[src/hdl/wst_pkg.sv]
`timescale 1ns / 1ps
// ----------------------------------------------------------------------------
// wst_pkg
// Shared types and constants of the weighted sum tree sampler.
// ----------------------------------------------------------------------------
package wst_pkg;

    localparam int LOG2_LEAVES_DEF = 10;
    localparam int SUM_WIDTH_DEF   = 48;

    localparam int REQ_W   = 2;
    localparam int LEAF_W  = 10;
    localparam int AMT_W   = 33;
    localparam int DRAW_W  = 48;
    localparam int TOTAL_W = 48;

    typedef enum logic [REQ_W-1:0] {
        REQ_ADD     = 2'd0,
        REQ_SAMPLE  = 2'd1,
        REQ_WRITE   = 2'd2,
        REQ_REBUILD = 2'd3
    } t_req;

    typedef enum logic [2:0] {
        ST_CLEAR,
        ST_IDLE,
        ST_ADD,
        ST_SAMPLE,
        ST_REBUILD,
        ST_DONE
    } t_state;

    typedef struct packed {
        logic [LEAF_W-1:0]  chosen_leaf;
        logic [TOTAL_W-1:0] total_weight;
        logic               saturated;
    } t_rsp;

endpackage

[src/hdl/wst_ifs.sv]
`timescale 1ns / 1ps
// ----------------------------------------------------------------------------
// wst_req_if / wst_rsp_if
// Request and response channels with valid/ready handshake.
// ----------------------------------------------------------------------------
interface wst_req_if;
    logic                                valid;
    logic                                ready;
    logic [wst_pkg::REQ_W-1:0]           req_type;
    logic [wst_pkg::LEAF_W-1:0]          leaf_index;
    logic signed [wst_pkg::AMT_W-1:0]    amount;
    logic [wst_pkg::DRAW_W-1:0]          draw;

    modport source (output valid, req_type, leaf_index, amount, draw, input ready);
    modport sink   (input valid, req_type, leaf_index, amount, draw, output ready);
endinterface


[src/hdl/wst_ctrl.sv]
`timescale 1ns / 1ps
// ----------------------------------------------------------------------------
// wst_ctrl
// Request sequencer: clearing pass, raw leaf write, path update, descent and
// rebuild over the node memory, with a shadow copy of the root sum.
// ----------------------------------------------------------------------------
module wst_ctrl #(
    parameter int LOG2_LEAVES = wst_pkg::LOG2_LEAVES_DEF,
    parameter int SUM_WIDTH   = wst_pkg::SUM_WIDTH_DEF
) (
    input  logic                        i_clk,
    input  logic                        i_rst_n,
    wst_req_if.sink                     i_req,
    input  logic                        i_rsp_ready,
    output logic                        o_done,
    output wst_pkg::t_rsp               o_rsp,
    output logic                        o_we,
    output logic [LOG2_LEAVES:0]        o_waddr,
    output logic [SUM_WIDTH-1:0]        o_wdata,
    output logic [LOG2_LEAVES:0]        o_raddr0,
    output logic [LOG2_LEAVES:0]        o_raddr1,
    input  logic [SUM_WIDTH-1:0]        i_rdata0,
    input  logic [SUM_WIDTH-1:0]        i_rdata1
);

    localparam int AW = LOG2_LEAVES + 1;
    localparam int XW = (SUM_WIDTH > wst_pkg::DRAW_W) ? SUM_WIDTH : wst_pkg::DRAW_W;
    localparam int EW = ((SUM_WIDTH > wst_pkg::AMT_W) ? SUM_WIDTH : wst_pkg::AMT_W) + 1;
    localparam int CW = $clog2(LOG2_LEAVES + 1);
    localparam logic [SUM_WIDTH-1:0] SUM_MAX    = '1;
    localparam logic [AW-1:0]        LAST_INNER = AW'((1 << LOG2_LEAVES) - 1);
    localparam logic [AW-1:0]        ROOT       = AW'(1);
    localparam logic [CW-1:0]        LAST_LVL   = CW'(LOG2_LEAVES - 1);

    wst_pkg::t_state               r_state, n_state;
    logic [AW-1:0]                 r_node, n_node;
    logic [XW-1:0]                 r_x, n_x;
    logic                          r_neg, n_neg;
    logic [wst_pkg::AMT_W-1:0]     r_mag, n_mag;
    logic                          r_sat, n_sat;
    logic [wst_pkg::LEAF_W-1:0]    r_leaf, n_leaf;
    logic [CW-1:0]                 r_cnt, n_cnt;
    logic [SUM_WIDTH-1:0]          r_root, n_root;

    wst_pkg::t_req                 w_req;
    logic                          w_accept;
    logic [LOG2_LEAVES-1:0]        w_leaf;
    logic [AW-1:0]                 w_leaf_node;
    logic [wst_pkg::AMT_W-1:0]     w_amt;
    logic                          w_neg;
    logic [wst_pkg::AMT_W-1:0]     w_mag;
    logic                          w_wr_big;
    logic [EW-1:0]                 w_add_sum;
    logic                          w_add_ovf;
    logic                          w_sub_under;
    logic [SUM_WIDTH-1:0]          w_add_new;
    logic [XW-1:0]                 w_left;
    logic                          w_go_right;
    logic [AW-1:0]                 w_next_node;
    logic [SUM_WIDTH:0]            w_pair;
    logic [AW-1:0]                 w_prev;

    assign i_req.ready = (r_state == wst_pkg::ST_IDLE);
    assign w_accept    = i_req.valid && i_req.ready;
    assign w_req       = wst_pkg::t_req'(i_req.req_type);
    assign w_leaf      = LOG2_LEAVES'(i_req.leaf_index);
    assign w_leaf_node = {1'b1, w_leaf};
    assign w_amt       = $unsigned(i_req.amount);
    assign w_neg       = w_amt[wst_pkg::AMT_W-1];
    assign w_mag       = w_neg ? (~w_amt + 1'b1) : w_amt;
    assign w_wr_big    = EW'(w_mag) > EW'(SUM_MAX);

    // path update arithmetic
    assign w_add_sum   = EW'(i_rdata0) + EW'(r_mag);
    assign w_add_ovf   = w_add_sum > EW'(SUM_MAX);
    assign w_sub_under = EW'(i_rdata0) < EW'(r_mag);
    always_comb begin
        if (r_neg) begin
            w_add_new = w_sub_under ? '0 : SUM_WIDTH'(EW'(i_rdata0) - EW'(r_mag));
        end else begin
            w_add_new = w_add_ovf ? SUM_MAX : w_add_sum[SUM_WIDTH-1:0];
        end
    end

    // descent step
    assign w_left      = XW'(i_rdata0);
    assign w_go_right  = (r_x >= w_left);
    assign w_next_node = {r_node[AW-2:0], w_go_right};

    // rebuild step
    assign w_pair = {1'b0, i_rdata0} + {1'b0, i_rdata1};
    assign w_prev = r_node - 1'b1;

    always_comb begin
        n_state = r_state;
        unique case (r_state)
            wst_pkg::ST_CLEAR: begin
                if (r_node == '1) begin
                    n_state = wst_pkg::ST_IDLE;
                end
            end
            wst_pkg::ST_IDLE: begin
                if (w_accept) begin
                    unique case (w_req)
                        wst_pkg::REQ_ADD:     n_state = wst_pkg::ST_ADD;
                        wst_pkg::REQ_SAMPLE:  n_state = wst_pkg::ST_SAMPLE;
                        wst_pkg::REQ_WRITE:   n_state = wst_pkg::ST_DONE;
                        wst_pkg::REQ_REBUILD: n_state = wst_pkg::ST_REBUILD;
                        default:              n_state = wst_pkg::ST_IDLE;
                    endcase
                end
            end
            wst_pkg::ST_ADD: begin
                if (r_node == ROOT) begin
                    n_state = wst_pkg::ST_DONE;
                end
            end
            wst_pkg::ST_SAMPLE: begin
                if (r_cnt == LAST_LVL) begin
                    n_state = wst_pkg::ST_DONE;
                end
            end
            wst_pkg::ST_REBUILD: begin
                if (r_node == ROOT) begin
                    n_state = wst_pkg::ST_DONE;
                end
            end
            wst_pkg::ST_DONE: begin
                if (i_rsp_ready) begin
                    n_state = wst_pkg::ST_IDLE;
                end
            end
            default: n_state = wst_pkg::ST_CLEAR;
        endcase
    end

    always_comb begin
        o_we     = 1'b0;
        o_waddr  = r_node;
        o_wdata  = '0;
        o_raddr0 = '0;
        o_raddr1 = '0;
        n_node   = r_node;
        n_x      = r_x;
        n_neg    = r_neg;
        n_mag    = r_mag;
        n_sat    = r_sat;
        n_leaf   = r_leaf;
        n_cnt    = r_cnt;
        unique case (r_state)
            wst_pkg::ST_CLEAR: begin
                o_we   = 1'b1;
                n_node = r_node + 1'b1;
            end
            wst_pkg::ST_IDLE: begin
                if (w_accept) begin
                    n_neg  = w_neg;
                    n_mag  = w_mag;
                    n_sat  = 1'b0;
                    n_leaf = '0;
                    n_cnt  = '0;
                    unique case (w_req)
                        wst_pkg::REQ_ADD: begin
                            o_raddr0 = w_leaf_node;
                            n_node   = w_leaf_node;
                        end
                        wst_pkg::REQ_SAMPLE: begin
                            o_raddr0 = AW'(2);
                            n_node   = ROOT;
                            n_x      = XW'(i_req.draw);
                        end
                        wst_pkg::REQ_WRITE: begin
                            o_we    = 1'b1;
                            o_waddr = w_leaf_node;
                            if (w_neg) begin
                                o_wdata = '0;
                            end else if (w_wr_big) begin
                                o_wdata = SUM_MAX;
                            end else begin
                                o_wdata = SUM_WIDTH'(w_mag);
                            end
                            n_sat = w_neg || w_wr_big;
                        end
                        wst_pkg::REQ_REBUILD: begin
                            o_raddr0 = {LAST_INNER[AW-2:0], 1'b0};
                            o_raddr1 = {LAST_INNER[AW-2:0], 1'b1};
                            n_node   = LAST_INNER;
                        end
                        default: n_node = r_node;
                    endcase
                end
            end
            wst_pkg::ST_ADD: begin
                o_we     = 1'b1;
                o_wdata  = w_add_new;
                n_sat    = r_sat | (r_neg ? w_sub_under : w_add_ovf);
                o_raddr0 = r_node >> 1;
                n_node   = r_node >> 1;
            end
            wst_pkg::ST_SAMPLE: begin
                o_raddr0 = {w_next_node[AW-2:0], 1'b0};
                n_node   = w_next_node;
                n_x      = w_go_right ? (r_x - w_left) : r_x;
                n_cnt    = CW'(r_cnt + 1'b1);
                if (r_cnt == LAST_LVL) begin
                    n_leaf = wst_pkg::LEAF_W'(w_next_node[LOG2_LEAVES-1:0]);
                end
            end
            wst_pkg::ST_REBUILD: begin
                o_we     = 1'b1;
                o_wdata  = w_pair[SUM_WIDTH] ? SUM_MAX : w_pair[SUM_WIDTH-1:0];
                n_sat    = r_sat | w_pair[SUM_WIDTH];
                o_raddr0 = {w_prev[AW-2:0], 1'b0};
                o_raddr1 = {w_prev[AW-2:0], 1'b1};
                n_node   = w_prev;
            end
            wst_pkg::ST_DONE: begin
                n_node = r_node;
            end
            default: n_node = r_node;
        endcase
    end

    // shadow of the root entry
    always_comb begin
        n_root = r_root;
        if (o_we && (o_waddr == ROOT)) begin
            n_root = o_wdata;
        end
    end

    always_ff @(posedge i_clk) begin
        if (!i_rst_n) begin
            r_state <= wst_pkg::ST_CLEAR;
            r_node  <= '0;
            r_sat   <= 1'b0;
            r_leaf  <= '0;
            r_cnt   <= '0;
            r_root  <= '0;
        end else begin
            r_state <= n_state;
            r_node  <= n_node;
            r_sat   <= n_sat;
            r_leaf  <= n_leaf;
            r_cnt   <= n_cnt;
            r_root  <= n_root;
        end
    end

    always_ff @(posedge i_clk) begin
        r_x   <= n_x;
        r_neg <= n_neg;
        r_mag <= n_mag;
    end

    assign o_done              = (r_state == wst_pkg::ST_DONE);
    assign o_rsp.chosen_leaf   = r_leaf;
    assign o_rsp.total_weight  = wst_pkg::TOTAL_W'(r_root);
    assign o_rsp.saturated     = r_sat;

endmodule

[src/flat_wrapper.sv]
// flat-port wrapper written by rule: the top's interface ports become plain ports
module wst_ctrl_flat 
#(
    parameter int LOG2_LEAVES = wst_pkg::LOG2_LEAVES_DEF,
    parameter int SUM_WIDTH   = wst_pkg::SUM_WIDTH_DEF
)
  (i_clk, i_rst_n, i_rsp_ready, o_done, o_rsp, o_we, o_waddr, o_wdata, o_raddr0, o_raddr1, i_rdata0, i_rdata1, i_req_valid, i_req_req_type, i_req_leaf_index, i_req_amount, i_req_draw, i_req_ready);
  wst_req_if i_req_i ();
  input  logic i_clk;
  input  logic i_rst_n;
  input  logic i_rsp_ready;
  output logic o_done;
  output wst_pkg::t_rsp o_rsp;
  output logic o_we;
  output logic [LOG2_LEAVES:0] o_waddr;
  output logic [SUM_WIDTH-1:0] o_wdata;
  output logic [LOG2_LEAVES:0] o_raddr0;
  output logic [LOG2_LEAVES:0] o_raddr1;
  input  logic [SUM_WIDTH-1:0] i_rdata0;
  input  logic [SUM_WIDTH-1:0] i_rdata1;
  input wire logic [$bits(i_req_i.valid)-1:0] i_req_valid;
  input wire logic [$bits(i_req_i.req_type)-1:0] i_req_req_type;
  input wire logic [$bits(i_req_i.leaf_index)-1:0] i_req_leaf_index;
  input wire logic [$bits(i_req_i.amount)-1:0] i_req_amount;
  input wire logic [$bits(i_req_i.draw)-1:0] i_req_draw;
  output wire logic [$bits(i_req_i.ready)-1:0] i_req_ready;
  assign i_req_i.valid = i_req_valid;
  assign i_req_i.req_type = i_req_req_type;
  assign i_req_i.leaf_index = i_req_leaf_index;
  assign i_req_i.amount = i_req_amount;
  assign i_req_i.draw = i_req_draw;
  assign i_req_ready = i_req_i.ready;
  wst_ctrl #(.LOG2_LEAVES(LOG2_LEAVES), .SUM_WIDTH(SUM_WIDTH)) u_core (.i_clk(i_clk), .i_rst_n(i_rst_n), .i_req(i_req_i), .i_rsp_ready(i_rsp_ready), .o_done(o_done), .o_rsp(o_rsp), .o_we(o_we), .o_waddr(o_waddr), .o_wdata(o_wdata), .o_raddr0(o_raddr0), .o_raddr1(o_raddr1), .i_rdata0(i_rdata0), .i_rdata1(i_rdata1));
endmodule
[config.mk]
export PLATFORM = sky130hd
export DESIGN_NAME = wst_ctrl_flat
export DESIGN_NICKNAME = d
export VERILOG_FILES = /design/src/hdl/wst_pkg.sv /design/src/hdl/wst_ifs.sv /design/src/hdl/wst_ctrl.sv /design/src/flat_wrapper.sv
export SDC_FILE = /design/constraint.sdc
export NUM_CORES = 1
export LEC_CHECK = 0
export BUFFER_PORTS_ARGS = -buffer_cell sky130_fd_sc_hd__buf_2
export CORE_AREA = 8 8 197 199
export DETAILED_ROUTE_END_ITERATION = 10
export DIE_AREA = 0 0 205 207
export HOLD_SLACK_MARGIN = 0.12
export PLACE_DENSITY = 0.78
export RECOVER_POWER = 25
export REMOVE_ABC_BUFFERS = 1
export SLEW_MARGIN = 20
export SYNTH_ARGS = -nofsm -noshare
export SYNTH_HDL_FRONTEND = slang
export SYNTH_SLANG_ARGS = --single-unit
[constraint.sdc]
create_clock -name i_clk -period 14.4 [get_ports i_clk]
set_clock_uncertainty 0.15 [all_clocks]
set_input_delay 0.72 -clock i_clk [delete_from_list [all_inputs] [get_ports i_clk]]
set_output_delay 0.72 -clock i_clk [all_outputs]
set_load 0.1 [all_outputs]
==> summary.md, run 1 <==
| Metric | Value |
|---|---|
| Status | finished, violations left |
| Violated checks | max-capacitance violations, max-slew violations |
| Antenna violations before repair | 15 |
| Synth Warn # | 0 |
| CP required | 13.53 ns |
| Top FF cell, synth | edfxtp_1 |
| Total gr overflow | 0 |
| Hold Buf Count CTS | 0 |
| Port bufs | 335 |
| Largest family of logic cells by synthesized area | compound AO/OA/AOI/OAI gates |
| Maximum fanout along the worst path | 7 |
| CTS tree | yes |
| WL/cell | 26.1 um |
| Post-DP HPWL | 68200 um |
| Total wire length | 87800 um |
| CTS HTree Levels | 4 |
| Crit-path slowest cell | a21oi_1 |
| Syn Inst Count | 2645 |
| Min Tclk post-route | 6.75 ns |
| Synth top area share | 0.127 |
| Syn-to-layout area delta | 12.3% |
| GPL Wtd Cong | 1.10 |
| Maximum vdd ir drop | 195 uV |
| Pwr/cell area | 117 nW/um^2 |
| Final hold violations | 0 |
| First-pass iteration count of the detailed router | 10 |
| Core area | 35900 sq um |
| Critical Path Max Stage Delay | 0.66 ns |
| Die W | 205 um |
| Root Buffer | clkbuf_16 |
| Area of the multi-input gates | 14300 sq um |
| Die Ht | 207 um |
| Skew-Pair Late Insertion Delay | 0.46 ns |
| Sequential cell area | 4000 sq um |
| Worst Tran Pin Value | 2.82 ns |
| CP cell instances | buf_2 > inv_1 > ha_1 > inv_1 > fa_1 > a211oi_1 > o21ai_0 > a21oi_1 > o21ai_0 > a311o_1 > a21oi_1 > a311o_1 > nor2_1 > o31ai_1 > nand2_1 > buf_2 |
| Syn Area/Cell | 7.34 sq um |
| CTS clk-pin slew, worst paths | 0.07 ns |
| Xor and xnor area share after synthesis | 0.0681 |
| CP Launch Type | primary input |
| Synth Cell Area | 19400 sq um |
| Setup violations, final | 0 |
| First-pass GRT wire length | 130000 um |
| Crit path kind | in2out |
| DP Worst Slack | 8.00 ns |
| Vias in the first global route | 21905 |
| Seq/Total Area, Yosys | 0.206 |
| WP data arrival | 5.88 ns |
| Clk buf depth | 2 |
| Leak | 9.46 nW |
| Worst Hold Class | reg2reg |
| Max-Cap Viols | 2 |
| GRT Overall Usage | 0.391 |
| Top delay family on crit path | compound AO/OA/AOI/OAI gates |
| I/O pin count | 336 |
| Final net count | 3238 |
| Clk sinks | 159 |
| Cell taking the most area after synthesis | edfxtp_1 |
| Number of gates resized after cts | 0 |
| CP Capture Type | output port |
| Drt drc | 0 |
| Min setup slack post-route | 7.65 ns |
| Fill count | 3362 |
| Final ANT Viol Nets | 0 |
| Share of post-route cells with drive strength above 1 | 0.134 |
| Fin crit share | 0.469 |
| Via count | 23078 |
| Final setup TNS | 0 ns |
| DR iter-0 viols | 3318 |
| CTS buffer count | 17 |
| Final Max Tran Viols | 76 |
| Largest net degree at the start of global routing | 83 |
| Synth async-reset ratio | 0 |
| Synth top area cells | edfxtp_1 13%, ha_1 11%, dfxtp_1 7.9% |
| Worst path bufs/invs | 4 |
| Die ar. | 42400 sq um |
| Post-CTS Setup Inserts | 0 |
| Starting density of the core | 0.541 |
| Post-Synth Simple-Gate Area | 0.212 |
| Row count | 70 |
| Via density | 6.86 |
| Post-synthesis adder-cell area fraction | 0.115 |
| Synth Area in Compound Gates | 0.324 |
| Max-Slew Margin vs Limit | -0.882 |
| Distinct cells, synth | 85 |
| RSZ-0062 raised after global routing | false |
| Post-synth EDFFs | 82 |
| Flops & latches, synth | 159 |
| Fmax achieved | 148 MHz |
| Mux share of post-synthesis cell area | 0.0130 |
## cell type report
cell class / instances / area share
clock buffer: 19 / 0.0208
multi-input combinational: 2176 / 0.655
sequential: 159 / 0.184
clock inverter: 13 / 0.00528
antenna: 13 / 0.00149
inverter: 160 / 0.0275
tap: 468 / 0.0269
timing repair buffer: 355 / 0.0798
## power by group
group / total, mW / internal [mW] / switching [mW]
Sequential: 0.616 / 0.546 / 0.0696
Clock: 0.463 / 0.247 / 0.216
Combinational: 1.46 / 0.323 / 1.14
## flip-flops by register name (all words and copies together), names as in the netlist
signal and flops:
u_core.r_leaf 10, u_core.r_neg 1, u_core.r_sat 1, u_core.r_cnt 4, u_core.r_mag 33, u_core.r_node 11
u_core.r_root 48, u_core.r_x 48, u_core.r_state 3
## worst reg2reg max path, cell delays in order, from the launching register on
cell and delay, ns:
dfxtp_1 0.81, nor2b_1 0.40, nand2_1 0.23, inv_1 0.12, nand2_1 0.39, mux2_2 0.46
nor4_1 0.32, and4_2 0.27, buf_4 0.66, inv_1 0.69, nor2_1 0.61, a31oi_1 0.16
## metrics by stage
stage               std cells  power [mW]  hold WS [ns]   util  instance area, sq um
floorplan                2495        1.71         0.336      -                 18800
global placement         3318        2.05         0.321  0.593                 21300
detailed placement       3318        2.06         0.335  0.593                 21300
CTS                      3350        2.52         0.352  0.609                 21900
global route             3361        2.62         0.378  0.607                 21800
finish                   3363        2.54         0.352  0.607                 21800
## synthesized netlist by cell type, drive strengths merged, types with 13 or more instances
| library cell | n |
|---|---|
| ha | 172 |
| a21o | 64 |
| clkbuf | 128 |
| edfxtp | 82 |
| nor2b | 33 |
| o31ai | 37 |
| and3 | 26 |
| xnor2 | 111 |
| xor2 | 40 |
| or3 | 26 |
| nand2b | 32 |
| nand3b | 13 |
| a221oi | 33 |
| o221ai | 20 |
| nand4 | 40 |
| or2 | 17 |
| buf | 22 |
| nand3 | 50 |
| nor4 | 22 |
| o21a | 28 |
| nor2 | 224 |
| o21bai | 22 |
| nand2 | 252 |
| dfxtp | 77 |
| a31oi | 54 |
| inv | 160 |
| a211oi | 26 |
| nor3 | 61 |
| mux2i | 14 |
| o211ai | 29 |
| o21ai | 262 |
| a21oi | 252 |
## cell families after synthesis
group,Yosys count
AND/OR/NAND/NOR,847
AO/OA/AOI/OAI,978
XOR/XNOR,151
flip-flops,159
adder cells (fa/ha/maj),176
multiplexers,24
buffers and inverters,310
## metal layers
metal  vias to the layer above  track usage  part of all wire
met1                     10737        0.512              0.39
met5                         -      0.00238           0.00011
met4                         2        0.194             0.052
met3                       319       0.0958              0.13
li1                      10262            -                 -
met2                      1758        0.592              0.43
## cells in the final DEF (no fill, tap or decap), types with 28 or more instances in the layout
master | netlist | layout
ha_1 | 172 | 172
o211ai_1 | 29 | 29
o21a_1 | 28 | 28
nand2_1 | 252 | 251
inv_1 | 160 | 160
a31oi_1 | 54 | 54
a21o_1 | 64 | 64
clkbuf_1 | 128 | 63
dfxtp_1 | 77 | 77
o31ai_1 | 36 | 35
nand4_1 | 40 | 40
edfxtp_1 | 82 | 82
buf_2 | 11 | 275
xnor2_1 | 111 | 111
nand2b_1 | 31 | 31
a221oi_1 | 33 | 33
nor2_1 | 224 | 221
nand3_1 | 50 | 50
xor2_1 | 40 | 40
o21ai_0 | 255 | 256
nor2b_1 | 33 | 33
nor3_1 | 60 | 60
a21oi_1 | 252 | 252
## path summary, 6_finish.rpt
check	from	endpoint	slack, ns	cells past startpoint
setup / recovery	i_rdata0[0]	o_wdata[42]	7.65	16
hold / removal	u_core.r_root[19]	u_core.r_root[19]	0.35	2
hold reg to reg	u_core.r_root[19]	u_core.r_root[19]	0.35	2
setup reg to reg	u_core.r_state[0]	u_core.r_root[43]	8.97	11
Note: power is estimated with default switching activity, not from simulation.
==> run 2: changes to the inputs <==
--- a/config.mk
+++ b/config.mk
@@ -6,9 +6,9 @@
 export NUM_CORES = 1
 export LEC_CHECK = 0
 export BUFFER_PORTS_ARGS = -buffer_cell sky130_fd_sc_hd__buf_2
-export CORE_AREA = 8 8 197 199
+export CORE_AREA = 8 8 201 203
 export DETAILED_ROUTE_END_ITERATION = 10
-export DIE_AREA = 0 0 205 207
+export DIE_AREA = 0 0 209 211
 export HOLD_SLACK_MARGIN = 0.12
 export PLACE_DENSITY = 0.78
 export RECOVER_POWER = 25
==> constraint.sdc (replaced) <==
create_clock -name i_clk -period 6.2 [get_ports i_clk]
set_clock_uncertainty 0.15 [all_clocks]
set_input_delay 0.31 -clock i_clk [delete_from_list [all_inputs] [get_ports i_clk]]
set_output_delay 0.31 -clock i_clk [all_outputs]
set_load 0.1 [all_outputs]
==> summary.md, run 2 (synthesis results as in run 1) <==
| Metric | Value |
|---|---|
| Status | finished, violations left |
| Violated checks | design-rule violations, max-capacitance violations, max-slew violations |
| Length in cells of the worst reg-to-reg path | 6 |
| CP cell instances | ha_1 > inv_1 > fa_1 > o21bai_1 > a21oi_1 > o311ai_2 > a211oi_2 > buf_4 > nor4b_1 > or3_1 > buf_4 > o221ai_1 > a21oi_1 > or2_2 > buf_2 |
| Fmax achieved | 169 MHz |
| Fill count | 3485 |
| Clk buf depth | 2 |
| R2R setup slack | 0.77 ns |
| Skew-Pair Late Insertion Delay | 0.47 ns |
| Setup violations, final | 0 |
| DR iter-0 viols | 3186 |
| Leak | 9.82 nW |
| Worst Hold Class | in2reg |
| DP Worst Slack | 0.806 ns |
| Critical Path Max Stage Delay | 0.61 ns |
| Root Buffer | clkbuf_16 |
| Pwr/cell area | 262 nW/um^2 |
| Die ar. | 44100 sq um |
| Routed wl met2 | 38200 um |
| Final hold slack | 0.156 ns |
| Design Power | 5.93 mW |
| GRT Overall Usage | 0.372 |
| Min setup slack post-route | 0.288 ns |
| Final net count | 3327 |
| Total gr overflow | 0 |
| Antenna violations before repair | 12 |
| Crit-path slowest cell | nor4b_1 |
| CTS clk-pin slew, worst paths | 0.07 ns |
| M1 wire length | 35100 um |
| Post-CTS Setup Inserts | 0 |
| Via density | 6.74 |
| Port bufs | 335 |
| CTS buffer count | 17 |
| Final ANT Viol Nets | 0 |
| First-pass iteration count of the detailed router | 10 |
| Die W | 209 um |
| Vias in the first global route | 21825 |
| GPL Wtd Cong | 1.05 |
| First-pass GRT wire length | 129000 um |
| Drt drc | 1 |
| Worst Tran Pin Value | 3.36 ns |
| Hold path depth | 5 |
| Crit path kind | reg2out |
| Max-Slew Margin vs Limit | -1.24 |
| Hold wc startpoint | i_req_leaf_index[4] |
| RSZ-0062 raised after global routing | false |
| Core area | 37100 sq um |
| Commonest non-fill, non-tap cell in the layout | buf_2 |
| Final Max Tran Viols | 122 |
| Max-Cap Viols | 2 |
| I/O pin count | 336 |
| Syn-to-layout area delta | 16.7% |
| Via count | 23277 |
| Fin crit share | 0.954 |
| CTS HTree Levels | 4 |
| Starting density of the core | 0.523 |
| Largest net degree at the start of global routing | 85 |
| CP Capture Type | output port |
| Min Tclk post-route | 5.91 ns |
| Total wire length | 86400 um |
| Clk sinks | 159 |
| Most frequent cells in the layout | 272 x buf_2, 256 x o21ai_0, 252 x a21oi_1 |
| Post-DP HPWL | 68100 um |
| CP Launch Type | flop |
| Worst hold endpoint | u_core.r_node[4] |
| WL/cell | 25.0 um |
| Share of post-route cells with drive strength above 1 | 0.130 |
| Row count | 71 |
| Worst path bufs/invs | 4 |
| CP required | 5.74 ns |
| Maximum vdd ir drop | 345 uV |
| Die Ht | 211 um |
| Worst R2R End | u_core.r_leaf[5] |
| CTS tree | yes |
| Top delay family on crit path | compound AO/OA/AOI/OAI gates |
| Met3 wire length | 9440 um |
| Biggest registers after layout | u_core.r_root (48), u_core.r_x (48), u_core.r_mag (33) |
| Maximum fanout along the worst path | 13 |
| Top Layer Used | met5 |
| Worst reg2reg startpoint | u_core.r_state[2] |
| Number of gates resized after cts | 0 |
| Final hold violations | 0 |
| WP data arrival | 5.45 ns |
-- run 2: cell types whose count changed in the layout (fill, tap and decap cells not counted), moves of 2 or more --
cell	previous run	this run
inv_6	1	4
diode_2	13	9
clkinv_4	4	1
clkbuf_1	63	67
clkbuf_8	2	0
buf_4	17	26
or3_1	22	24
dlygate4sd3_1	0	81
buf_2	275	272
clkinv_2	3	1
-- run 2: report_power, final --
part	switching (mW)	total (mW)	internal (mW)	leakage (nW)
logic	2.64	3.43	0.791	8.19
registers	0.161	1.43	1.27	1.37
clock network	0.509	1.06	0.555	0.257
-- run 2: routing by layer --
layer  global-route usage  vias up
li1                     -    10431
met1                0.485    11021
met2                0.587     1555
met3               0.0838      264
met4                0.163        6
met5                    0        -
-- run 2: worst register-to-register path, cell delays in order, from the launching register on --
cell and delay, ns:
dfxtp_1 0.80, nor2b_1 0.23, nand2_4 0.28, clkbuf_1 2.41
nor2_1 0.90, a22oi_1 0.45, nor2_1 0.08
-- run 2: worst max path at each step --
| stage | cells past startpoint | slack (ns) | end | startpoint |
|---|---|---|---|---|
| final | 15 | 0.29 | o_wdata[27] | u_core.r_mag[0] |
| after global routing | 7 | 0.09 | o_raddr0[5] | u_core.r_state[2] |
| after CTS | 15 | 0.44 | o_wdata[27] | u_core.r_mag[0] |
| after detailed placement | 15 | 0.81 | o_wdata[27] | i_rdata0[1] |
| after global placement | 15 | 0.91 | o_wdata[27] | i_rdata0[1] |
| after floorplan | 6 | -0.77 | o_wdata[28] | u_core.r_state[2] |
-- run 2: what timing repair did --
action | CTS | global route
hold buffers | 81 | 0
hold endpoints to repair | 95 | 0
setup endpoints to repair | 0 | 0
-- run 2: final cells by class --
type,instances,area (sq um),share of cell area
sequential,159,4000,0.177
multi-input combinational,2176,14300,0.629
clock inverter,12,109,0.00481
inverter,160,601,0.0265
tap,474,593,0.0262
clock buffer,20,437,0.0193
timing repair buffer,444,2630,0.116
antenna,9,22.5,0.000994
-- run 2: metrics by stage --
stage / TNS (ns) / util / area, sq um / instances
finish: 0 / 0.610 / 22700 / 3454
global route: 0 / 0.610 / 22700 / 3454
CTS: 0 / 0.612 / 22700 / 3445
detailed placement: 0 / 0.575 / 21400 / 3332
global placement: 0 / 0.575 / 21400 / 3332
floorplan: -22.77 / - / 18800 / 2495
